`src/design/i2cmts_pkg.sv`:
```
// Shared types, codes and sizes for the I2C write-then-read sequencer.
package i2cmts_pkg;

   localparam int BUFFER_DEPTH = 16;
   localparam int BUF_AW = $clog2(BUFFER_DEPTH > 1 ? BUFFER_DEPTH : 2);
   localparam int POS_W = 5;
   localparam int LEN_W = 5;
   localparam int CSR_IDX_W = 2;
   localparam int CSR_DATA_W = 8;

   // request kinds
   localparam logic [1:0] REQ_LOAD = 2'd0;
   localparam logic [1:0] REQ_START = 2'd1;
   localparam logic [1:0] REQ_STATUS = 2'd2;

   // bus actions
   localparam logic [1:0] ACT_NONE = 2'd0;
   localparam logic [1:0] ACT_START = 2'd1;
   localparam logic [1:0] ACT_STOP = 2'd2;
   localparam logic [1:0] ACT_CONT = 2'd3;

   // register indexes
   localparam logic [CSR_IDX_W-1:0] CSR_WRITE_ADDR = 2'd0;
   localparam logic [CSR_IDX_W-1:0] CSR_READ_ADDR = 2'd1;
   localparam logic [CSR_IDX_W-1:0] CSR_WRITE_LEN = 2'd2;
   localparam logic [CSR_IDX_W-1:0] CSR_READ_LEN = 2'd3;

   // two-wire status codes
   localparam logic [7:0] ST_BUS_ERROR = 8'h00;
   localparam logic [7:0] ST_START = 8'h08;
   localparam logic [7:0] ST_REP_START = 8'h10;
   localparam logic [7:0] ST_MT_SLA_ACK = 8'h18;
   localparam logic [7:0] ST_MT_SLA_NACK = 8'h20;
   localparam logic [7:0] ST_MT_DATA_ACK = 8'h28;
   localparam logic [7:0] ST_MT_DATA_NACK = 8'h30;
   localparam logic [7:0] ST_ARB_LOST = 8'h38;
   localparam logic [7:0] ST_MR_SLA_ACK = 8'h40;
   localparam logic [7:0] ST_MR_SLA_NACK = 8'h48;
   localparam logic [7:0] ST_MR_DATA_ACK = 8'h50;
   localparam logic [7:0] ST_MR_DATA_NACK = 8'h58;

   typedef struct packed {
      logic [1:0] req_type;
      logic [7:0] status_code;
      logic [7:0] data_byte;
      logic [3:0] load_index;
   } item_type;

   typedef struct packed {
      logic [1:0] bus_action;
      logic       tx_valid;
      logic       tx_from_ram;
      logic [7:0] tx_byte;
      logic       rx_valid;
      logic [7:0] rx_byte;
      logic [3:0] rx_index;
      logic       transfer_done;
      logic       error_flag;
   } result_type;

   typedef struct packed {
      logic              we;
      logic [BUF_AW-1:0] waddr;
      logic [7:0]        wdata;
      logic              re;
      logic [BUF_AW-1:0] raddr;
   } ram_req_type;

endpackage

```
`src/design/i2cmts_ram.sv`:
```
// Generic simple dual-port RAM with registered read data.
module i2cmts_ram #(
   parameter int WIDTH = 8,
   parameter int DEPTH = 16
) (
   input  logic                                        clock,
   input  logic                                        wr_en,
   input  logic [$clog2(DEPTH > 1 ? DEPTH : 2)-1:0]    wr_addr,
   input  logic [WIDTH-1:0]                            wr_data,
   input  logic                                        rd_en,
   input  logic [$clog2(DEPTH > 1 ? DEPTH : 2)-1:0]    rd_addr,
   output logic [WIDTH-1:0]                            rd_data
);

   logic [WIDTH-1:0] mem_ff [DEPTH];
   logic [WIDTH-1:0] rd_data_ff;

   always_ff @(posedge clock) begin
      if (wr_en) begin
         mem_ff[wr_addr] <= wr_data;
      end
      if (rd_en) begin
         rd_data_ff <= mem_ff[rd_addr];
      end
   end

   assign rd_data = rd_data_ff;

endmodule

```
`src/design/i2cmts_seq.sv`:
```
// Sequencer decision logic, transfer state and configuration registers.
module i2cmts_seq
   import i2cmts_pkg::*;
(
   input  logic                  clock,
   input  logic                  reset,
   input  logic                  accept,
   input  item_type              item,
   input  logic                  csr_wr_en,
   input  logic [CSR_IDX_W-1:0]  csr_index,
   input  logic [CSR_DATA_W-1:0] csr_wdata,
   output result_type            decision,
   output ram_req_type           ram_req
);

   logic [7:0]       wr_addr_byte_ff;
   logic [7:0]       rd_addr_byte_ff;
   logic [LEN_W-1:0] wr_len_ff;
   logic [LEN_W-1:0] rd_len_ff;

   logic             busy_ff, busy_in;
   logic [POS_W-1:0] wpos_ff, wpos_in;
   logic [POS_W-1:0] rpos_ff, rpos_in;

   always_ff @(posedge clock) begin
      if (reset) begin
         wr_addr_byte_ff <= 8'd0;
         rd_addr_byte_ff <= 8'd1;
         wr_len_ff       <= '0;
         rd_len_ff       <= '0;
      end else if (csr_wr_en) begin
         unique case (csr_index)
            CSR_WRITE_ADDR: wr_addr_byte_ff <= csr_wdata;
            CSR_READ_ADDR:  rd_addr_byte_ff <= csr_wdata;
            CSR_WRITE_LEN:  wr_len_ff <= csr_wdata[LEN_W-1:0];
            CSR_READ_LEN:   rd_len_ff <= csr_wdata[LEN_W-1:0];
            default: ;
         endcase
      end
   end

   always_comb begin
      logic [POS_W-1:0] rpos_next;

      rpos_next = rpos_ff + 1'b1;
      decision  = '0;
      ram_req   = '0;
      busy_in   = busy_ff;
      wpos_in   = wpos_ff;
      rpos_in   = rpos_ff;

      ram_req.waddr = BUF_AW'(item.load_index);
      ram_req.wdata = item.data_byte;
      ram_req.raddr = '0;

      unique case (item.req_type)
         REQ_LOAD: begin
            ram_req.we = 32'(item.load_index) < 32'(BUFFER_DEPTH);
         end
         REQ_START: begin
            if (busy_ff) begin
               decision.error_flag = 1'b1;
            end else begin
               busy_in             = 1'b1;
               wpos_in             = '0;
               rpos_in             = '0;
               decision.bus_action = ACT_START;
            end
         end
         REQ_STATUS: begin
            unique case (item.status_code)
               ST_BUS_ERROR: begin
                  busy_in             = 1'b0;
                  decision.bus_action = ACT_STOP;
               end
               ST_START, ST_REP_START: begin
                  if (wpos_ff == '0 && wr_len_ff != '0) begin
                     decision.bus_action = ACT_CONT;
                     decision.tx_valid   = 1'b1;
                     decision.tx_byte    = wr_addr_byte_ff;
                  end else if (rpos_ff == '0 && rd_len_ff != '0) begin
                     decision.bus_action = ACT_CONT;
                     decision.tx_valid   = 1'b1;
                     decision.tx_byte    = rd_addr_byte_ff;
                  end else begin
                     decision.error_flag = 1'b1;
                  end
               end
               ST_MT_SLA_ACK: begin
                  // first data byte comes from slot zero of the buffer
                  decision.bus_action  = ACT_CONT;
                  decision.tx_valid    = 1'b1;
                  decision.tx_from_ram = 1'b1;
                  ram_req.re           = 1'b1;
                  wpos_in              = POS_W'(1);
               end
               ST_MT_SLA_NACK, ST_MT_DATA_NACK: begin
                  wpos_in             = '0;
                  rpos_in             = '0;
                  decision.bus_action = ACT_START;
               end
               ST_MT_DATA_ACK: begin
                  if (wpos_ff == wr_len_ff || 32'(wpos_ff) >= 32'(BUFFER_DEPTH)) begin
                     decision.bus_action = ACT_START;
                  end else begin
                     decision.bus_action  = ACT_CONT;
                     decision.tx_valid    = 1'b1;
                     decision.tx_from_ram = 1'b1;
                     ram_req.re           = 1'b1;
                     ram_req.raddr        = BUF_AW'(wpos_ff);
                     wpos_in              = wpos_ff + 1'b1;
                  end
               end
               ST_ARB_LOST: begin
                  wpos_in             = '0;
                  decision.bus_action = ACT_START;
               end
               ST_MR_SLA_ACK: begin
                  decision.bus_action = ACT_CONT;
               end
               ST_MR_SLA_NACK: begin
                  decision.bus_action = ACT_CONT;
                  decision.tx_valid   = 1'b1;
                  decision.tx_byte    = rd_addr_byte_ff;
               end
               ST_MR_DATA_ACK, ST_MR_DATA_NACK: begin
                  // deliver the byte unless it falls past the buffer
                  if (32'(rpos_ff) < 32'(BUFFER_DEPTH)) begin
                     decision.rx_valid = 1'b1;
                     decision.rx_byte  = item.data_byte;
                     decision.rx_index = rpos_ff[3:0];
                  end else begin
                     decision.error_flag = 1'b1;
                  end
                  rpos_in = rpos_next;
                  priority if (item.status_code == ST_MR_DATA_ACK) begin
                     if (rpos_next >= rd_len_ff) begin
                        busy_in                = 1'b0;
                        decision.bus_action    = ACT_STOP;
                        decision.transfer_done = 1'b1;
                     end else begin
                        decision.bus_action = ACT_CONT;
                     end
                  end else if (rpos_next != rd_len_ff) begin
                     wpos_in             = '0;
                     rpos_in             = '0;
                     decision.bus_action = ACT_START;
                  end else begin
                     busy_in                = 1'b0;
                     decision.bus_action    = ACT_STOP;
                     decision.transfer_done = 1'b1;
                  end
               end
               default: ;
            endcase
         end
         default: ;
      endcase

      // state moves only on an accepted transfer
      if (!accept) begin
         ram_req.we = 1'b0;
         ram_req.re = 1'b0;
         busy_in    = busy_ff;
         wpos_in    = wpos_ff;
         rpos_in    = rpos_ff;
      end
   end

   always_ff @(posedge clock) begin
      if (reset) begin
         busy_ff <= 1'b0;
         wpos_ff <= '0;
         rpos_ff <= '0;
      end else begin
         busy_ff <= busy_in;
         wpos_ff <= wpos_in;
         rpos_ff <= rpos_in;
      end
   end

endmodule

```
`src/design/i2c_master_transfer_sequencer_core.sv`:
```
// Top level of the I2C write-then-read transfer sequencer.
//
// Requests arrive on the req_ channel (valid/stall): buffer loads, start
// requests and bus status events. Each accepted request yields exactly one
// response on the rsp_ channel with the bus action, an optional byte to send,
// an optional received byte with its index, and the done and error flags.
// Registers are to be written through csr_wr_en/csr_index/csr_wdata only
// while idle; the block does not enforce it. The decision and the write
// buffer RAM read are registered into stage one; the response register then
// loads from it, taking the byte to send from the RAM read data. Throughput
// is one request per cycle while req_stall is low. A stage register behind
// the response register lets one further request be taken while a response
// waits; req_stall rises once both are full and rsp_stall is high, and the
// waiting response holds unchanged. Reset clears busy, both positions, the
// pipeline and the registers, but sets the read address to 1; the write
// buffer is not cleared and a slot must be loaded before it is sent.
module i2c_master_transfer_sequencer_core
   import i2cmts_pkg::*;
(
   input  logic                  clock,
   input  logic                  reset,
   input  logic                  req_valid,
   output logic                  req_stall,
   input  logic [1:0]            req_type,
   input  logic [7:0]            req_status_code,
   input  logic [7:0]            req_data_byte,
   input  logic [3:0]            req_load_index,
   output logic                  rsp_valid,
   input  logic                  rsp_stall,
   output logic [1:0]            rsp_bus_action,
   output logic                  rsp_tx_valid,
   output logic [7:0]            rsp_tx_byte,
   output logic                  rsp_rx_valid,
   output logic [7:0]            rsp_rx_byte,
   output logic [3:0]            rsp_rx_index,
   output logic                  rsp_transfer_done,
   output logic                  rsp_error_flag,
   input  logic                  csr_wr_en,
   input  logic [CSR_IDX_W-1:0]  csr_index,
   input  logic [CSR_DATA_W-1:0] csr_wdata
);

   item_type    item;
   result_type  decision;
   ram_req_type ram_req;
   logic [7:0]  ram_rdata;
   logic        accept;
   logic        s1_advance;

   logic        s1_valid_ff, s1_valid_in;
   result_type  s1_ff;
   logic        out_valid_ff, out_valid_in;
   result_type  out_ff, out_in;

   assign item.req_type    = req_type;
   assign item.status_code = req_status_code;
   assign item.data_byte   = req_data_byte;
   assign item.load_index  = req_load_index;

   assign s1_advance = s1_valid_ff && (!out_valid_ff || !rsp_stall);
   assign req_stall  = s1_valid_ff && out_valid_ff && rsp_stall;
   assign accept     = req_valid && !req_stall;

   i2cmts_seq u_seq (
      .clock     (clock),
      .reset     (reset),
      .accept    (accept),
      .item      (item),
      .csr_wr_en (csr_wr_en),
      .csr_index (csr_index),
      .csr_wdata (csr_wdata),
      .decision  (decision),
      .ram_req   (ram_req)
   );

   i2cmts_ram #(
      .WIDTH (8),
      .DEPTH (BUFFER_DEPTH)
   ) u_wbuf (
      .clock   (clock),
      .wr_en   (ram_req.we),
      .wr_addr (ram_req.waddr),
      .wr_data (ram_req.wdata),
      .rd_en   (ram_req.re),
      .rd_addr (ram_req.raddr),
      .rd_data (ram_rdata)
   );

   always_comb begin
      s1_valid_in  = accept || (s1_valid_ff && !s1_advance);
      out_valid_in = s1_advance || (out_valid_ff && rsp_stall);
      out_in = s1_ff;
      if (s1_ff.tx_from_ram) begin
         out_in.tx_byte = ram_rdata;
      end
   end

   always_ff @(posedge clock) begin
      if (reset) begin
         s1_valid_ff  <= 1'b0;
         out_valid_ff <= 1'b0;
      end else begin
         s1_valid_ff  <= s1_valid_in;
         out_valid_ff <= out_valid_in;
      end
   end

   // RAM data is only read on accept, so it holds while stage one waits
   always_ff @(posedge clock) begin
      if (accept) begin
         s1_ff <= decision;
      end
      if (s1_advance) begin
         out_ff <= out_in;
      end
   end

   assign rsp_valid         = out_valid_ff;
   assign rsp_bus_action    = out_ff.bus_action;
   assign rsp_tx_valid      = out_ff.tx_valid;
   assign rsp_tx_byte       = out_ff.tx_byte;
   assign rsp_rx_valid      = out_ff.rx_valid;
   assign rsp_rx_byte       = out_ff.rx_byte;
   assign rsp_rx_index      = out_ff.rx_index;
   assign rsp_transfer_done = out_ff.transfer_done;
   assign rsp_error_flag    = out_ff.error_flag;

   a_stall_needs_waiting_rsp: assert property (
      @(posedge clock) disable iff (reset) req_stall |-> rsp_valid)
      else $error("request stalled with no response waiting");

   a_stage_holds: assert property (
      @(posedge clock) disable iff (reset) (s1_valid_ff && !s1_advance) |=> s1_valid_ff)
      else $error("stage one dropped a waiting result");

   a_ram_tx_flagged: assert property (
      @(posedge clock) disable iff (reset) (s1_valid_ff && s1_ff.tx_from_ram) |-> s1_ff.tx_valid)
      else $error("buffer byte selected without tx_valid");

   a_done_with_stop: assert property (
      @(posedge clock) disable iff (reset)
      (rsp_valid && rsp_transfer_done) |-> (rsp_bus_action == ACT_STOP))
      else $error("transfer_done without stop");

   a_tx_rx_exclusive: assert property (
      @(posedge clock) disable iff (reset) rsp_valid |-> !(rsp_tx_valid && rsp_rx_valid))
      else $error("tx and rx flagged in one response");

endmodule
```
`config.mk`:
```
export PLATFORM = sky130hd
export DESIGN_NAME = i2c_master_transfer_sequencer_core
export DESIGN_NICKNAME = d
export VERILOG_FILES = /design/src/design/i2cmts_pkg.sv /design/src/design/i2cmts_ram.sv /design/src/design/i2cmts_seq.sv /design/src/design/i2c_master_transfer_sequencer_core.sv
export SDC_FILE = /design/constraint.sdc
export NUM_CORES = 1
export LEC_CHECK = 0
export CAP_MARGIN = 20
export CORE_AREA = 2 2 133 135
export DETAILED_ROUTE_END_ITERATION = 7
export DIE_AREA = 0 0 135 137
export DONT_BUFFER_PORTS = 1
export GPL_TIMING_DRIVEN = 0
export HOLD_SLACK_MARGIN = 0.03
export PLACE_DENSITY = 0.8
export SLEW_MARGIN = 10
export SYNTH_ARGS = -nofsm -noshare
export SYNTH_HDL_FRONTEND = slang
export SYNTH_SLANG_ARGS = --single-unit
```
`constraint.sdc`:
```
create_clock -name clock -period 4 [get_ports clock]
set_input_delay 1 -clock clock [delete_from_list [all_inputs] [get_ports clock]]
set_output_delay 1 -clock clock [all_outputs]
set_load 0.02 [all_outputs]
```
Yosys cells after proc, flatten, opt, wreduce, memory -nomap -nowiden --
Memories as Yosys holds them, arrays and structs flattened. A register that Yosys moved wholly into a read port is not among the register bits. Cells that the tools add are included.
Cells by class: reduce and logical (&&, ||, !) cells 39, mux-type cells 50, add/sub/neg operators 2, equal/unequal tests 27, magnitude comparators 3
Operators with widths (number):
- two-way mux 5 bit | 8
- equality test 8 x 6 -> 1 bit, second input constant | 4
- equality test 8 x 7 -> 1 bit, second input constant | 4
- case mux 5 bit (2 select lines) | 3
- two-way mux 8 bit | 3
- case mux 5 bit (4 select lines) | 1
- two-way mux 1 bit | 17
- equality test 8 x 5 -> 1 bit, second input constant | 2
- case mux 8 bit (2 select lines) | 1
- two-way mux 13 bit | 1
- != test 3 bit, second input constant | 4
- case mux 1 bit (2 select lines) | 6
- case mux 2 bit (6 select lines) | 1
- adder 5 x 1 -> 5 bit, second input constant | 2
- zero test 5 bit | 2
- AND reduction 2 bit | 5
- nonzero test 5 bit | 2
- equality test 8 x 4 -> 1 bit, second input constant | 1
- logical AND 1 bit | 8
- zero test 8 bit | 1
- two-way mux 2 bit | 4
- OR reduction 2 bit | 4
- AND reduction 7 bit | 1
- equality test 2 bit, second input constant | 3
- other kinds (23) | 33
Word-level totals: memories 1, bits in writable memories 128, flip-flop bits (word level) 92, logic and storage cells 148
Memories:
- u_wbuf.mem_ff | words 16, width 8, read ports 1, clocked after memory_dff 1, wr ports 1, line i2cmts_ram.sv:15 | logic [WIDTH-1:0] mem_ff [DEPTH];

Longest topological paths before layout --
depth after elaboration 7, mapped depth 11

Cells and area by module --
A second synthesis with hierarchy kept.
Unflattened totals: cells, all modules 608, area, all modules 9516.6 µm²
By module, submodules not included:
- i2cmts_ram | area each 5227.5 µm², instances 1, cells an instance 229
- i2cmts_seq | area each 2488.6 µm², instances 1, cells an instance 307
- i2c_master_transfer_sequencer_core | area each 1800.5 µm², instances 1, cells an instance 72

Worst setup path after synthesis --
OpenSTA, ideal clock, no wires.
path kind input port to flip-flop, from input port rsp_stall, to memory u_wbuf.mem_ff[0][0], enable pin, path buffers 0, stages on the path 6, setup slack -121 ps, data arrival time 3738 ps, setup time 383 ps, cells stage by stage nand3_1 -> inv_1 -> nor2_1 -> nand2_1 -> or3_1 -> nor3_1
On the way: cells in the longest elaborated chain, start to end 6
RTL lines:
- start, declared | line i2c_master_transfer_sequencer_core.sv:29 | input logic rsp_stall,
- logical AND 1 bit | line i2c_master_transfer_sequencer_core.sv:61 | assign req_stall = s1_valid_ff && out_valid_ff && rsp_stall;
- via req_stall | line i2c_master_transfer_sequencer_core.sv:23 | output logic req_stall,
- zero test 1 bit | line i2c_master_transfer_sequencer_core.sv:62 | assign accept = req_valid && !req_stall;
- logical AND 1 bit | line i2c_master_transfer_sequencer_core.sv:62
- via accept | line i2c_master_transfer_sequencer_core.sv:47 | logic accept;
- two-way mux 1 bit | line i2cmts_seq.sv:161 | if (!accept) begin
- two-way mux 1 bit | line i2cmts_ram.sv:19 | if (wr_en) begin
- two-way mux 1 bit (not written as such) | line i2cmts_ram.sv:20 | mem_ff[wr_addr] <= wr_data;
- end, declared | line i2cmts_ram.sv:15
The timed path passes the listed nets, and every way through them passes these cells.

Final worst setup path --
from input port req_status_code[1], to register s1_ff[21] in the netlist's numbering (data pin)
On the way: cells in the longest elaborated chain, start to end 3, elaborated cells on any way between the ends 5
RTL lines:
- start, declared | line i2c_master_transfer_sequencer_core.sv:25 | input logic [7:0] req_status_code,
- equality test 8 x 4 -> 1 bit / equality test 8 x 5 -> 1 bit (equally long branches) | line i2cmts_seq.sv:71 | unique case (item.status_code)
- OR reduction 2 bit | line i2cmts_seq.sv:71
- case mux 8 bit (2 select lines) (*) | line i2cmts_seq.sv:71
- end signal, assigned | line i2c_master_transfer_sequencer_core.sv:111 | s1_ff <= decision;
- end, declared | line i2c_master_transfer_sequencer_core.sv:51 | result_type s1_ff;
Mark *: on every way between the ends. The rest lies on a longest branch, timed or not. A chain may end at the register's enable or synchronous reset.

==> results by group <==
Outcome
  – Run status: complete, no violations

CTS
  – Worst skew pair latency: ~500 ps
  – Htree depth: 1
  – Post-CTS setup buffer count: 0
  – Post-CTS Hold Buffers: 0
  – CTS max path bufs: 3
  – Clk root buf: clkbuf_16
  – # clock sinks: 228
  – Num CTS Buffers: 23
  – Reg clk slew, reported paths: 60 ps
  – CTS resizes: 0
  – CTS tree: yes

Finish
  – Area Growth Syn to Fin: 11.49%
  – Final Cell Area: 0.01070 mm2
  – Share of cells above drive strength 1: 9.935%
  – Ant. Diodes: 0
  – Nets: 799

Yosys
  – #FFs+latches synth: 228
  – Count of cell types in the netlist: between 50 and 60
  – Sequential element share of the synthesized area: 67.28%
  – EDFF count, synth: 189
  – Synthesized area: 0.009595 mm2
  – Post-synthesis area per instance: 13.35 um2
  – Syn Inst Count: 719
  – Yosys warns: 0
  – Net Count, Synth: 768
  – Predominant post-synthesis flop cell: edfxtp_1
  – Post-synth ARST share: 0%

Flow run
  – Max cap viols: 0

Global routing
  – Vias in the first global route: a little under 6000
  – Largest net degree at the start of global routing: 27
  – First-pass GRT wire length: 32740 um
  – Gr usage total: between 20% and 30%
  – Grt ovf: 0
  – Initial antenna violation count: 0

Timing
  – Worst clock skew: between 15 and 20 ps
  – Max Fclk: 307.1 MHz
  – Max Slew Vio Count: 0
  – Period utilization: approximately four fifths
  – Unrepaired setup endpoints after global routing: no
  – Worst Tran Pin Value: 989.5 ps
  – Tmin final: 3256 ps
  – Smallest hold slack: 417.6 ps
  – Relative slew slack: 33.53%
  – Final Hold Fails: 0
  – Final Setup Violations: 0

Floorplan
  – I/O pin cnt: 65
  – Floorplan row count: 48
  – Core Area: 0.01706 mm2
  – Full die area: roughly 0.018 mm2
  – Die Wd: approximately 140 um
  – Starting Density: 56.26%
  – Die Y: roughly 140 um

Setup path
  – Data arrival time of the critical path: between 3000 and 4000 ps
  – Crit path launch type: primary input
  – Worst Path Max Fanout: 10
  – Setup crit end kind: flop
  – CP Data Required Time: about 4300 ps
  – Crit Path Class: primary input to flop

Power
  – Peak VDD IR: 464.1 uV
  – Pwr dens: 458.8 mW/mm2
  – LEAKAGE: 3.587 nW

Placed design
  – Buffers on Ports: 0
  – Gpl congestion: 1.036
  – DPL Wire Length: 14580 um
  – Placed Instance Area: 0.009952 mm2

Drt
  – Detail Route Antenna Nets: 0
  – DRC: 0
  – DRT Pass-1 Iters: 5
  – Drt wl/cell: 21.78 um
  – Vias: 6045
  – Final wirelength: around 22000 um
  – Initial DRC Count: roughly 620
  – Drt via density: 6.106

Worst hold path
  – Hold crit path type: flop to flop
[Yosys cell counts, types with 2 or more instances]
library cell / count / area [um2]
buf_2: 5 / 25.02
mux2i_1: 68 / 680.7
ha_1: 12 / 150.1
nand2b_1: 3 / 18.77
o211ai_1: 9 / 67.56
o311a_1: 4 / 40.04
nand2_1: 40 / 150.1
a21o_1: 3 / 22.52
xnor2_1: 3 / 26.28
and2_1: 15 / 93.84
nand3b_1: 5 / 37.54
nor4_1: 2 / 12.51
edfxtp_1: 189 / 5675
nor2_1: 83 / 311.6
nor4b_1: 2 / 17.52
or3b_1: 2 / 17.52
nor2b_1: 6 / 37.54
nor3b_1: 6 / 45.04
o21a_1: 2 / 15.01
xor2_1: 5 / 43.79
or4_1: 2 / 15.01
nand3_1: 9 / 45.04
o2111ai_1: 5 / 43.79
or3_1: 7 / 43.79
dfxtp_1: 39 / 780.8
a21boi_0: 4 / 30.03
a2111oi_0: 7 / 61.31
o21ai_1: 2 / 10.01
buf_1: 7 / 26.28
a31o_2: 2 / 17.52
nor3_1: 13 / 65.06
inv_1: 21 / 78.83
o21ai_0: 34 / 170.2
a211oi_1: 5 / 37.54
mux2_2: 15 / 168.9
clkbuf_1: 22 / 82.58
a21oi_1: 38 / 190.2
nand4_1: 4 / 25.02
[critical path: stages]
cell and delay [ps]:
nor4_4 540, nand2_1 320, or4b_2 730, a21boi_1 590, o21ai_0 150, a21oi_1 240
[placed cells by master, fill, tap and decap left out, types with 6 or more instances in the layout]
| cell type | instances |
|---|---|
| edfxtp_1 | 189 |
| nor2_1 | 82 |
| mux2i_1 | 68 |
| nand2_1 | 40 |
| dfxtp_1 | 39 |
| a21oi_1 | 38 |
| o21ai_0 | 34 |
| clkbuf_1 | 25 |
| clkbuf_16 | 24 |
| inv_1 | 21 |
| and2_1 | 15 |
| mux2_2 | 15 |
| nor3_1 | 12 |
| ha_1 | 12 |
| buf_2 | 9 |
| o211ai_1 | 9 |
| nand3_1 | 9 |
| buf_1 | 7 |
| a2111oi_0 | 7 |
| or3_1 | 7 |
| nor2b_1 | 6 |
| nor3b_1 | 6 |
[cell families (layout without fill, tap and decap cells)]
family	after synthesis	in the layout	synth area share (%)
xor gates and xnor gates	8	8	0.7302
adders and majority gates	13	13	1.669
DFF	228	228	67.28
and+or+nand+nor	207	207	10.65
muxes	85	85	9.245
AOI/OAI and AO/OA	123	123	8.202
buffers and inverters	55	101	2.217
[per-stage QoR]
stage	power, mW	utilization (%)	TNS (ps)	instances	setup slack [ps]
final	4.908	62.72	0	990	743.5
after global routing	5.035	62.72	0	990	554.2
after CTS	4.940	62.66	0	989	808.7
after detailed placement	2.876	58.35	0	949	305.6
after global placement	2.863	57.92	-17770	944	-538.4
after floorplan	2.823	-	0	719	395.4
[state kept, by name, indices dropped and copies added (netlist names), 2 cells and up]
| name | cells |
|---|---|
| rsp_tx_byte | 8 |
| u_seq.rd_addr_byte_ff | 8 |
| u_seq.wr_addr_byte_ff | 8 |
| u_seq.wr_len_ff | 5 |
| u_wbuf.rd_data | 8 |
| u_seq.rpos_ff | 5 |
| rsp_bus_action | 2 |
| s1_ff | 8 |
| out_in | 19 |
| u_wbuf.mem_ff | 128 |
| rsp_rx_index | 4 |
| u_seq.rd_len_ff | 5 |
| rsp_rx_byte | 8 |
| u_seq.wpos_ff | 5 |
[power breakdown]
group	leakage (nW)	switching [mW]	total (mW)	internal, mW
clock network	0.356	0.847	2.08	1.23
registers	2.06	0.0346	2.65	2.61
logic	1.17	0.115	0.181	0.0661
[layer usage]
metal	share of wire, %	GRT usage, %
met5	0	0
met4	2.9	7.118
met3	8.5	4.593
met2	49	40.19
met1	40	29.76
[final cells by class]
cell class / count / area, um2
Inverter: 21 / 78.83
Tap cell: 225 / 281.5
Multi-Input combinational cell: 436 / 2957
Sequential cell: 228 / 6456
Timing Repair Buffer: 6 / 55.05
Fill cell: 1230 / 6359
Clock buffer: 28 / 619.3
Clock inverter: 12 / 116.4
Buffer: 34 / 133.9
[worst paths after layout]
kind                                    startpoint           endpoint  slack, ps  depth (start not counted)
worst min-delay path                     out_in[8]     rsp_rx_byte[2]        420                          0
worst max register to register    u_seq.wpos_ff[0]  u_wbuf.rd_data[2]        790                          8
worst min register to register           out_in[8]     rsp_rx_byte[2]        420                          0
worst max-delay path            req_status_code[1]          s1_ff[21]        740                          6
No activity file was read; power rests on OpenSTA's default activity.
